--- config.mk ---
export PLATFORM = sky130hd
export DESIGN_NAME = mac_ip_binding_access_check
export DESIGN_NICKNAME = d
export VERILOG_FILES = /design/src/hw/rtl/mibac_pkg.sv /design/src/hw/rtl/mac_ip_binding_access_check.sv
export SDC_FILE = /design/constraint.sdc
export NUM_CORES = 2
export LEC_CHECK = 0
export ABC_AREA = 1
export BUFFER_PORTS_ARGS = -buffer_cell sky130_fd_sc_hd__buf_2
export CORE_ASPECT_RATIO = 0.6
export CORE_MARGIN = 2
export CORE_UTILIZATION = 45
export DETAILED_ROUTE_END_ITERATION = 16
export MAX_ROUTING_LAYER = met4
export PLACE_DENSITY = 0.74
export SYNTH_ARGS = -nofsm -noshare
export SYNTH_HDL_FRONTEND = slang
export SYNTH_SLANG_ARGS = --single-unit
--- constraint.sdc ---
create_clock -name clk -period 11.5 [get_ports clk]
set_input_delay 1.15 -clock clk [delete_from_list [all_inputs] [get_ports clk]]
set_output_delay 1.15 -clock clk [all_outputs]
set_load 0.1 [all_outputs]
--- src/hw/rtl/mibac_pkg.sv ---
// Types, codes and defaults for the MAC/IP binding access check.
package mibac_pkg;

  localparam int unsigned TABLE_ENTRIES_DEF = 16;
  localparam int unsigned USER_SLOTS_DEF    = 16;
  localparam int unsigned USER_ID_VALUES    = 16;

  localparam logic [7:0] MAX_CONN_RESET = 8'd5;

  localparam logic [1:0] CMD_REGISTER   = 2'd0;
  localparam logic [1:0] CMD_VALIDATE   = 2'd1;
  localparam logic [1:0] CMD_DISCONNECT = 2'd2;

  localparam logic [2:0] ST_OK       = 3'd0;
  localparam logic [2:0] ST_UNKNOWN  = 3'd1;
  localparam logic [2:0] ST_MISMATCH = 3'd2;
  localparam logic [2:0] ST_LIMIT    = 3'd3;
  localparam logic [2:0] ST_FULL     = 3'd4;

  localparam logic REG_MAX_CONN = 1'b0;

  localparam logic [7:0] COUNT_MAX = 8'hFF;

  typedef struct packed {
    logic [1:0]  cmd;
    logic [47:0] mac;
    logic [63:0] ip_high;
    logic [63:0] ip_low;
    logic        ip_is_v6;
    logic [3:0]  user_id;
  } req_t;

  typedef struct packed {
    logic       granted;
    logic [2:0] status;
    logic [7:0] user_count;
  } rsp_t;

endpackage

--- src/hw/rtl/mac_ip_binding_access_check.sv ---
// Top level of the MAC/IP binding access check.
//
// Request channel (req_valid, req_stall, req) carries one command word:
// register a device, validate an access, or disconnect a device.
// Response channel (rsp_valid, rsp_stall, rsp) returns one word per
// request: granted flag, status code and the user's connection count.
// A word is taken at a rising edge with valid high and stall low.
// An accepted request is held in the request register, which feeds a
// parallel MAC match over all table entries; the response register and
// table update load when the request advances.
// Throughput is one request per cycle while rsp_stall does not hold a
// response; the table and count update of one request are written as it
// leaves the request register, so the next request sees them at once.
// Reset (rst, synchronous) clears entry valid bits, all connection counts
// and both stage valids, and loads max_connections with 5.
// While rsp_stall holds a waiting response, the request register holds and
// req_stall rises once it is full; no table change happens meanwhile.
// max_connections is written through the APB port at byte address 0; the
// user must write it only while no request is in flight; the block itself does not enforce this.
module mac_ip_binding_access_check
  import mibac_pkg::*;
#(
  parameter int unsigned TABLE_ENTRIES = TABLE_ENTRIES_DEF,
  parameter int unsigned USER_SLOTS    = USER_SLOTS_DEF
) (
  input  logic        clk,
  input  logic        rst,
  input  logic        req_valid,
  output logic        req_stall,
  input  req_t        req,
  output logic        rsp_valid,
  input  logic        rsp_stall,
  output rsp_t        rsp,
  input  logic        psel,
  input  logic        penable,
  input  logic        pwrite,
  input  logic [2:0]  paddr,
  input  logic [31:0] pwdata,
  output logic [31:0] prdata,
  output logic        pready
);

  localparam int unsigned ENTRY_W = (TABLE_ENTRIES > 1) ? $clog2(TABLE_ENTRIES) : 1;
  localparam int unsigned SLOT_W  = (USER_SLOTS > 1) ? $clog2(USER_SLOTS) : 1;

  logic [7:0] max_conn;

  logic        entry_valid    [TABLE_ENTRIES];
  logic [47:0] entry_mac      [TABLE_ENTRIES];
  logic [63:0] entry_ip_upper [TABLE_ENTRIES];
  logic [63:0] entry_ip_lower [TABLE_ENTRIES];
  logic        entry_ipv6     [TABLE_ENTRIES];
  logic [3:0]  entry_owner    [TABLE_ENTRIES];
  logic [7:0]  conn_count     [USER_SLOTS];

  logic [SLOT_W-1:0] slot_lut [USER_ID_VALUES];

  req_t cur_req;
  logic cur_valid;
  logic advance;

  logic [63:0]        ip_hi;
  logic [63:0]        ip_lo;
  logic               hit_any;
  logic               free_any;
  logic [ENTRY_W-1:0] hit_idx;
  logic [ENTRY_W-1:0] free_idx;
  logic [3:0]         owner;
  logic               ip_match;
  logic [SLOT_W-1:0]  slot;
  logic [7:0]         cur_count;

  logic               ent_we;
  logic [ENTRY_W-1:0] ent_sel;
  logic               cnt_we;
  logic [7:0]         cnt_new;
  rsp_t               result;

  // Configuration port
  assign pready = 1'b1;

  always_ff @(posedge clk) begin
    if (rst) begin
      max_conn <= MAX_CONN_RESET;
    end else if (psel && penable && pwrite && pready && paddr[2] == REG_MAX_CONN) begin
      max_conn <= pwdata[7:0];
    end
  end

  always_comb begin
    prdata = '0;
    if (paddr[2] == REG_MAX_CONN) begin
      prdata = {24'd0, max_conn};
    end
  end

  // User number to count slot
  for (genvar g = 0; g < USER_ID_VALUES; g++) begin : g_slot
    localparam int unsigned SLOT_VAL = g % USER_SLOTS;
    assign slot_lut[g] = SLOT_W'(SLOT_VAL);
  end

  // Handshake
  assign advance   = !rsp_valid || !rsp_stall;
  assign req_stall = cur_valid && !advance;

  always_ff @(posedge clk) begin
    if (rst) begin
      cur_valid <= 1'b0;
    end else if (req_valid && !req_stall) begin
      cur_valid <= 1'b1;
    end else if (advance) begin
      cur_valid <= 1'b0;
    end
  end

  always_ff @(posedge clk) begin
    if (req_valid && !req_stall) begin
      cur_req <= req;
    end
  end

  // Lookup
  always_comb begin
    ip_hi    = cur_req.ip_is_v6 ? cur_req.ip_high : 64'd0;
    ip_lo    = cur_req.ip_is_v6 ? cur_req.ip_low : {32'd0, cur_req.ip_low[31:0]};
    hit_any  = 1'b0;
    free_any = 1'b0;
    hit_idx  = '0;
    free_idx = '0;
    for (int i = TABLE_ENTRIES - 1; i >= 0; i--) begin
      if (entry_valid[i] && entry_mac[i] == cur_req.mac) begin
        hit_any = 1'b1;
        hit_idx = ENTRY_W'(i);
      end
      if (!entry_valid[i]) begin
        free_any = 1'b1;
        free_idx = ENTRY_W'(i);
      end
    end
  end

  assign owner    = entry_owner[hit_idx];
  assign ip_match = entry_ipv6[hit_idx] == cur_req.ip_is_v6 &&
                    entry_ip_upper[hit_idx] == ip_hi &&
                    entry_ip_lower[hit_idx] == ip_lo;
  assign slot      = (cur_req.cmd == CMD_REGISTER) ? slot_lut[cur_req.user_id] : slot_lut[owner];
  assign cur_count = conn_count[slot];

  // Decide
  always_comb begin
    ent_we            = 1'b0;
    ent_sel           = hit_any ? hit_idx : free_idx;
    cnt_we            = 1'b0;
    cnt_new           = cur_count;
    result.granted    = 1'b0;
    result.status     = ST_OK;
    result.user_count = 8'd0;
    unique case (cur_req.cmd)
      CMD_REGISTER: begin
        result.user_count = cur_count;
        if (hit_any || free_any) begin
          ent_we         = 1'b1;
          result.granted = 1'b1;
        end else begin
          result.status = ST_FULL;
        end
      end
      CMD_VALIDATE: begin
        if (!hit_any) begin
          result.status = ST_UNKNOWN;
        end else if (!ip_match) begin
          result.status     = ST_MISMATCH;
          result.user_count = cur_count;
        end else if (cur_count >= max_conn) begin
          result.status     = ST_LIMIT;
          result.user_count = cur_count;
        end else begin
          cnt_we            = 1'b1;
          cnt_new           = (cur_count == COUNT_MAX) ? cur_count : cur_count + 8'd1;
          result.granted    = 1'b1;
          result.user_count = cnt_new;
        end
      end
      CMD_DISCONNECT: begin
        if (!hit_any) begin
          result.status = ST_UNKNOWN;
        end else begin
          cnt_we            = 1'b1;
          cnt_new           = (cur_count == 8'd0) ? cur_count : cur_count - 8'd1;
          result.granted    = 1'b1;
          result.user_count = cnt_new;
        end
      end
      default: begin
      end
    endcase
  end

  // Table and count update
  always_ff @(posedge clk) begin
    if (rst) begin
      for (int i = 0; i < TABLE_ENTRIES; i++) begin
        entry_valid[i] <= 1'b0;
      end
    end else if (cur_valid && advance && ent_we) begin
      entry_valid[ent_sel] <= 1'b1;
    end
  end

  always_ff @(posedge clk) begin
    if (cur_valid && advance && ent_we) begin
      entry_mac[ent_sel]      <= cur_req.mac;
      entry_ip_upper[ent_sel] <= ip_hi;
      entry_ip_lower[ent_sel] <= ip_lo;
      entry_ipv6[ent_sel]     <= cur_req.ip_is_v6;
      entry_owner[ent_sel]    <= cur_req.user_id;
    end
  end

  always_ff @(posedge clk) begin
    if (rst) begin
      for (int i = 0; i < USER_SLOTS; i++) begin
        conn_count[i] <= 8'd0;
      end
    end else if (cur_valid && advance && cnt_we) begin
      conn_count[slot] <= cnt_new;
    end
  end

  // Response register
  always_ff @(posedge clk) begin
    if (rst) begin
      rsp_valid <= 1'b0;
    end else if (advance) begin
      rsp_valid <= cur_valid;
    end
  end

  always_ff @(posedge clk) begin
    if (advance && cur_valid) begin
      rsp <= result;
    end
  end

endmodule

Word level (Yosys, flattened, before mapping)
Memory sizes are Yosys's and may differ from the RTL's.
Cells that the tools add are included.
{"block": "word_totals", "ff_bits": 205, "latchBits": 0, "mem_bits_rw": 3040, "rom_bits": 128, "in_bits": 225, "out_inout_bits": 47, "word_cells": 200, "n_memories": 9}
{"block": "op_classes", "addsub": 2, "n_mul": 0, "div": 0, "n_lt_le_gt_ge": 3, "eq_ne": 22, "shift": 0, "mux": 112, "bitwise_logic": 3, "n_reduce_logical": 37}
{"memory": "entry_ip_lower", "words": 16, "width": 64, "rd": 1, "rd_ports_with_merged_regs": 0, "wr": 1, "line_no": "mac_ip_binding_access_check.sv:51", "source": "logic [63:0] entry_ip_lower [TABLE_ENTRIES];"}
{"memory": "entry_ip_upper", "words": 16, "width": 64, "rd": 1, "rd_ports_with_merged_regs": 0, "wr": 1, "line_no": "mac_ip_binding_access_check.sv:50", "source": "logic [63:0] entry_ip_upper [TABLE_ENTRIES];"}
{"memory": "entry_mac", "words": 16, "width": 48, "rd": 16, "rd_ports_with_merged_regs": 0, "wr": 1, "line_no": "mac_ip_binding_access_check.sv:49", "source": "logic [47:0] entry_mac [TABLE_ENTRIES];"}
{"memory": "conn_count", "words": 16, "width": 8, "rd": 1, "rd_ports_with_merged_regs": 0, "wr": 16, "line_no": "mac_ip_binding_access_check.sv:54", "source": "logic [7:0] conn_count [USER_SLOTS];"}
{"memory": "(name not given)", "words": 16, "width": 4, "rd": 1, "rd_ports_with_merged_regs": 0, "wr": 0, "line_no": "mac_ip_binding_access_check.sv:147", "source": "assign slot = (cur_req.cmd == CMD_REGISTER) ? slot_lut[cur_req.user_id] : slot_lut[owner];"}
{"memory": "(name not given)", "words": 16, "width": 4, "rd": 1, "rd_ports_with_merged_regs": 0, "wr": 0, "line_no": "mac_ip_binding_access_check.sv:147"}
{"memory": "+3 memories"}
{"cell": "$eq A48 B48 Y1", "count": 16}
{"cell": "$mux W4", "count": 40}
{"cell": "$eq A64 B64 Y1", "count": 2}
{"cell": "$mux W64", "count": 2}
{"cell": "$mux W8", "count": 10}
{"cell": "$mux W1", "count": 53}
{"cell": "$pmux W12 S3", "count": 1}
{"cell": "$logic_and A1 B1 Y1", "count": 26}
{"cell": "$pmux W8 S2", "count": 1}
{"cell": "$ge A5 B5 Y1 const B", "count": 2}
{"cell": "$mux W10", "count": 1}
{"cell": "$not A4 Y5", "count": 2}
{"cell": "$add A8 B1 Y8 const B", "count": 1}
{"cell": "$eq A8 B8 Y1 const B", "count": 1}
{"cell": "$ge A8 B8 Y1", "count": 1}
{"cell": "$logic_not A8 Y1", "count": 1}
{"cell": "$reduce_or A8 Y1", "count": 1}
{"cell": "$sub A8 B1 Y8 const B", "count": 1}
{"cell": "$logic_not A1 Y1", "count": 4}
{"cell": "$mux W2", "count": 2}
{"cell": "$mux W3", "count": 1}
{"cell": "$eq A2 B1 Y1 const B", "count": 1}
{"cell": "$eq A2 B2 Y1 const B", "count": 1}
{"cell": "$logic_not A2 Y1", "count": 1}
{"cell": "6 further kinds", "count": 7}

Depth between registers and ports, before layout
An unclocked memory read counts as a cell.
{"block": "logic_depth", "word_depth": 37, "depth_mapped": 60, "ltp_nobuf": 54}

Worst setup path before layout
No wires, ideal clock.
{"block": "synth_timing", "path_kind": "reg-to-reg", "from": "register cur_req[163] (netlist name)", "to": "memory entry_ip_lower[4][0] (enable)", "setup_time_ps": 726, "arrival_ps": 10967, "t_required_ps": 10774, "path_slack_ps": -194, "path_stages_with_launch": 19, "path_buffers": 5, "synth_period_minus_slack_ps": 11694, "cell_sequence": "edfxtp_1 -> buf_2 -> buf_4 -> or2_1 -> a221oi_1 -> nand3_1 -> or4_1 -> buf_2 -> nand2_1 -> nor2_1 -> nand2_1 -> a21oi_1 -> clkinv_1 -> buf_2 -> buf_1 -> o31ai_1 -> nor2_1 -> inv_1 -> nor2_1"}
{"block": "synth_between", "elab_chain_len": 24}
{"item": "start: declaration", "line_no": "mac_ip_binding_access_check.sv:58", "source": "req_t cur_req;"}
{"item": "start signal: assignment", "line_no": "mac_ip_binding_access_check.sv:119", "source": "cur_req <= req;"}
{"item": "$eq A48 B48 Y1", "line_no": "mac_ip_binding_access_check.sv:132", "source": "if (entry_valid[i] && entry_mac[i] == cur_req.mac) begin"}
{"item": "$logic_and A1 B1 Y1", "line_no": "mac_ip_binding_access_check.sv:132"}
{"item": "$mux W1 (16 in series)", "line_no": "mac_ip_binding_access_check.sv:132"}
{"item": "$logic_or A1 B1 Y1", "line_no": "mac_ip_binding_access_check.sv:162", "source": "if (hit_any || free_any) begin"}
{"item": "$mux W1", "line_no": "mac_ip_binding_access_check.sv:162"}
{"item": "$mux W1", "line_no": "mac_ip_binding_access_check.sv:159", "source": "unique case (cur_req.cmd)"}
{"item": "$logic_and A1 B1 Y1", "line_no": "mac_ip_binding_access_check.sv:212", "source": "if (cur_valid && advance && ent_we) begin"}
{"item": "$mux W1", "line_no": "mac_ip_binding_access_check.sv:212"}
{"item": "$mux W1 (not written as such)", "line_no": "mac_ip_binding_access_check.sv:215", "source": "entry_ip_lower[ent_sel] <= ip_lo;"}
{"item": "end: declaration", "line_no": "mac_ip_binding_access_check.sv:51"}
Parallel ways exist; a longest one is shown, timed or not.

==> flow_summary.json <==
{
  "cts_hold_buf": 0,
  "postPlaceCellArea_um2": 140000,
  "multi_input_area_um2": 32340,
  "ant_nets": 0,
  "root_buffer": "clkbuf_16",
  "drc": 0,
  "fin_hold_ws_ns": 0.3900,
  "cts_made_buffers": 302,
  "utilization": 0.5025,
  "max_freq_mhz": 95.11,
  "final_nets": 11536,
  "tightest_slew_ns": 1.310,
  "hp-class": "in2reg",
  "regToRegSetupSlack_ns": 0.99,
  "timing.critical_path.mode_cell": "nand2_1",
  "fin_area_um2": 149800,
  "grt_max_degree": 187,
  "syn2layout_area_growth_pct": 10.85,
  "p_seq_frac": 0.546,
  "critical_path_arrival_ns": 11.05,
  "cp_slowest_cell": "edfxtp_1",
  "portBuffers": 220,
  "synth_seq_cells": 3245,
  "slew_viol_final": 0,
  "ys_types": 61,
  "p_leak_nw": 53.62,
  "synth.avg_cell_area_um2": 12.11,
  "wl_mm": 385.8,
  "grt_pass1_wl_mm": 559.9,
  "hold_violations": 0,
  "critical_path_buf_inv_count": 5,
  "critPathTopFamily": "simple AND/OR/NAND/NOR gates",
  "drtIter0Drc": 13748,
  "gp_congestion": 0.9784,
  "period_minus_slack_ns": 10.51,
  "power.density_nw_per_um2": 161.3,
  "postSynth.asyncResetShare": 0,
  "power.share.clock": 0.416,
  "fp.dieH_um": 428.5,
  "rsz0062_at_grt": "no",
  "dr.pass1.iters": 8,
  "start_util": 0.4534,
  "drive_gt1_frac": 0.08957,
  "slew_headroom": 0.1042,
  "final_common_cell": "edfxtp_1",
  "clock-sinks": 3245,
  "clock_skew_ns": 0.1335,
  "sw_frac_of_total": 0.2199,
  "cts-resized-gates": 0,
  "vdd_drop_max_v": 0.0001368,
  "viasPerCell": 5.796,
  "worstPathMaxFanout": 77,
  "fillers": 24863,
  "max_stage_delay_ns": 1.12,
  "num_rows": 155,
  "max-cap-violations": 0,
  "final_cell_mix": "3219 x edfxtp_1, 2858 x nand2_1, 1648 x nand3_1",
  "setup_viol": 0,
  "yosysWarnings": 0,
  "regArea_um2": 97180,
  "dr_total_vias": 90145,
  "post-place-ws_ns": 1.634,
  "worstSkewPairLatency_ns": 0.95,
  "overflow": 0,
  "antenna_found_initial": 18,
  "seq_area_frac_synth": 0.7192,
  "worstSetupStartpointType": "flip-flop",
  "clkTransAtPathRegs_ns": 0.06,
  "design.portCount": 272,
  "fp.coreArea_um2": 298100,
  "required_ns": 12.04,
  "die_x_um": 711.5,
  "wl_per_cell_um": 24.80,
  "combPwrFrac": 0.038,
  "first_global_vias": 82920,
  "synth_ff_type": "edfxtp_1",
  "clk_path_buf_depth": 4,
  "period_share": 0.9142,
  "layout_setup_ws_ns": 0.9863,
  "cts.repair_timing.setup_buffer_count": 0,
  "switchingPower_w": 0.005313,
  "cts_tree": "yes",
  "intPower_w": 0.01885,
  "dieArea_um2": 304800,
  "timing_worst_setup_path_type": "reg2reg",
  "dp.final_hpwl_mm": 208.2,
  "synth_area_um2": 135100,
  "tns_ns": 0,
  "synth_edf_count": 3219,
  "htreeDepth": 5,
  "grt_use_total": 0.2536,
  "status": "complete, no violations",
  "critPathCaptureType": "flip-flop",
  "netlist_instances": 11163
}
per-layer routing:
| layer | global-route usage | vias up | part of all wire |
|---|---|---|---|
| met2 | 0.3552 | 6087 | 0.42 |
| met1 | 0.3579 | 43249 | 0.39 |
| li1 | - | 39846 | - |
| met3 | 0.06131 | 963 | 0.14 |
| met5 | - | - | 0 |
| met4 | 0.09739 | 0 | 0.045 |
Yosys cell counts, drive strengths merged (15+ instances only):
cell / number / share of area
nor2: 470 / 0.014
dfxtp: 26 / 0.0039
o211ai: 163 / 0.0091
edfxtp: 3219 / 0.72
nor3: 15 / 0.00063
a211oi: 22 / 0.0012
o21ai: 581 / 0.022
or2: 59 / 0.0027
nor4: 68 / 0.0031
a21oi: 134 / 0.0050
o21bai: 27 / 0.0015
nand3: 1649 / 0.061
xnor2: 81 / 0.0052
nand2: 2888 / 0.081
clkbuf: 103 / 0.0029
ha: 15 / 0.0014
nand4: 41 / 0.0020
xor2: 159 / 0.010
a22o: 46 / 0.0030
inv: 622 / 0.017
buf: 514 / 0.023
o22ai: 109 / 0.0050
nand3b: 32 / 0.0018
o21a: 18 / 0.0010
a221oi: 63 / 0.0041
metrics by stage:
| step | power (W) | instances |
|---|---|---|
| 2_1_floorplan | 0.01391 | 11186 |
| 3_3_place_gp | 0.01431 | 14993 |
| 3_5_place_dp | 0.01432 | 14993 |
| 4_1_cts | 0.02421 | 15534 |
| 5_1_grt | 0.02473 | 15546 |
| 6_report | 0.02417 | 15553 |
logic make-up (layout without fill, tap and decap cells):
group / Yosys count / in the layout / synth area share
other cells: 2 / 42 / 0.00005557
flops: 3245 / 3245 / 0.7192
fa+ha+maj: 15 / 15 / 0.001389
xor+xnor: 240 / 240 / 0.01555
buf+inv: 1242 / 1589 / 0.04348
compound gates: 1184 / 1184 / 0.05290
simple gates: 5235 / 5235 / 0.1675
worst paths after layout:
path	startpoint	cells past startpoint	to
max	cur_req[170]	41	conn_count[13][3]
min	req[131]	1	cur_req[131]
max reg2reg	cur_req[170]	41	conn_count[13][3]
min reg2reg	cur_valid	2	rsp_valid
cell type report:
class                           instances  share of cell area
Antenna cell                           17           0.0002840
Clock buffer                          356             0.05272
Clock inverter                        185             0.01191
Inverter                              625             0.01600
Multi-Input combinational cell       6699              0.2159
Sequential cell                      3245              0.6488
Tap cell                             4003             0.03344
Timing Repair Buffer                  423             0.02095
registers in the layout, summed over array words and instances, names as in the netlist:
register,flops
cur_req,183
rsp,12
entry_owner,64
entry_valid,16
cur_valid,1
entry_ip_lower,1024
rsp_valid,1
entry_mac,768
entry_ipv6,16
entry_ip_upper,1024
max_conn,8
conn_count,128
power by group through the flow:
stage	clock (W)	combinational, W	sequential, W
after floorplan	0	0.000479	0.0134
after global placement	0	0.000872	0.0134
after detailed placement	0	0.000884	0.0134
after CTS	0.0101	0.000889	0.0132
after global routing	0.0106	0.000968	0.0132
final	0.0101	0.000927	0.0132
Note: power is estimated with default switching activity, not from simulation.
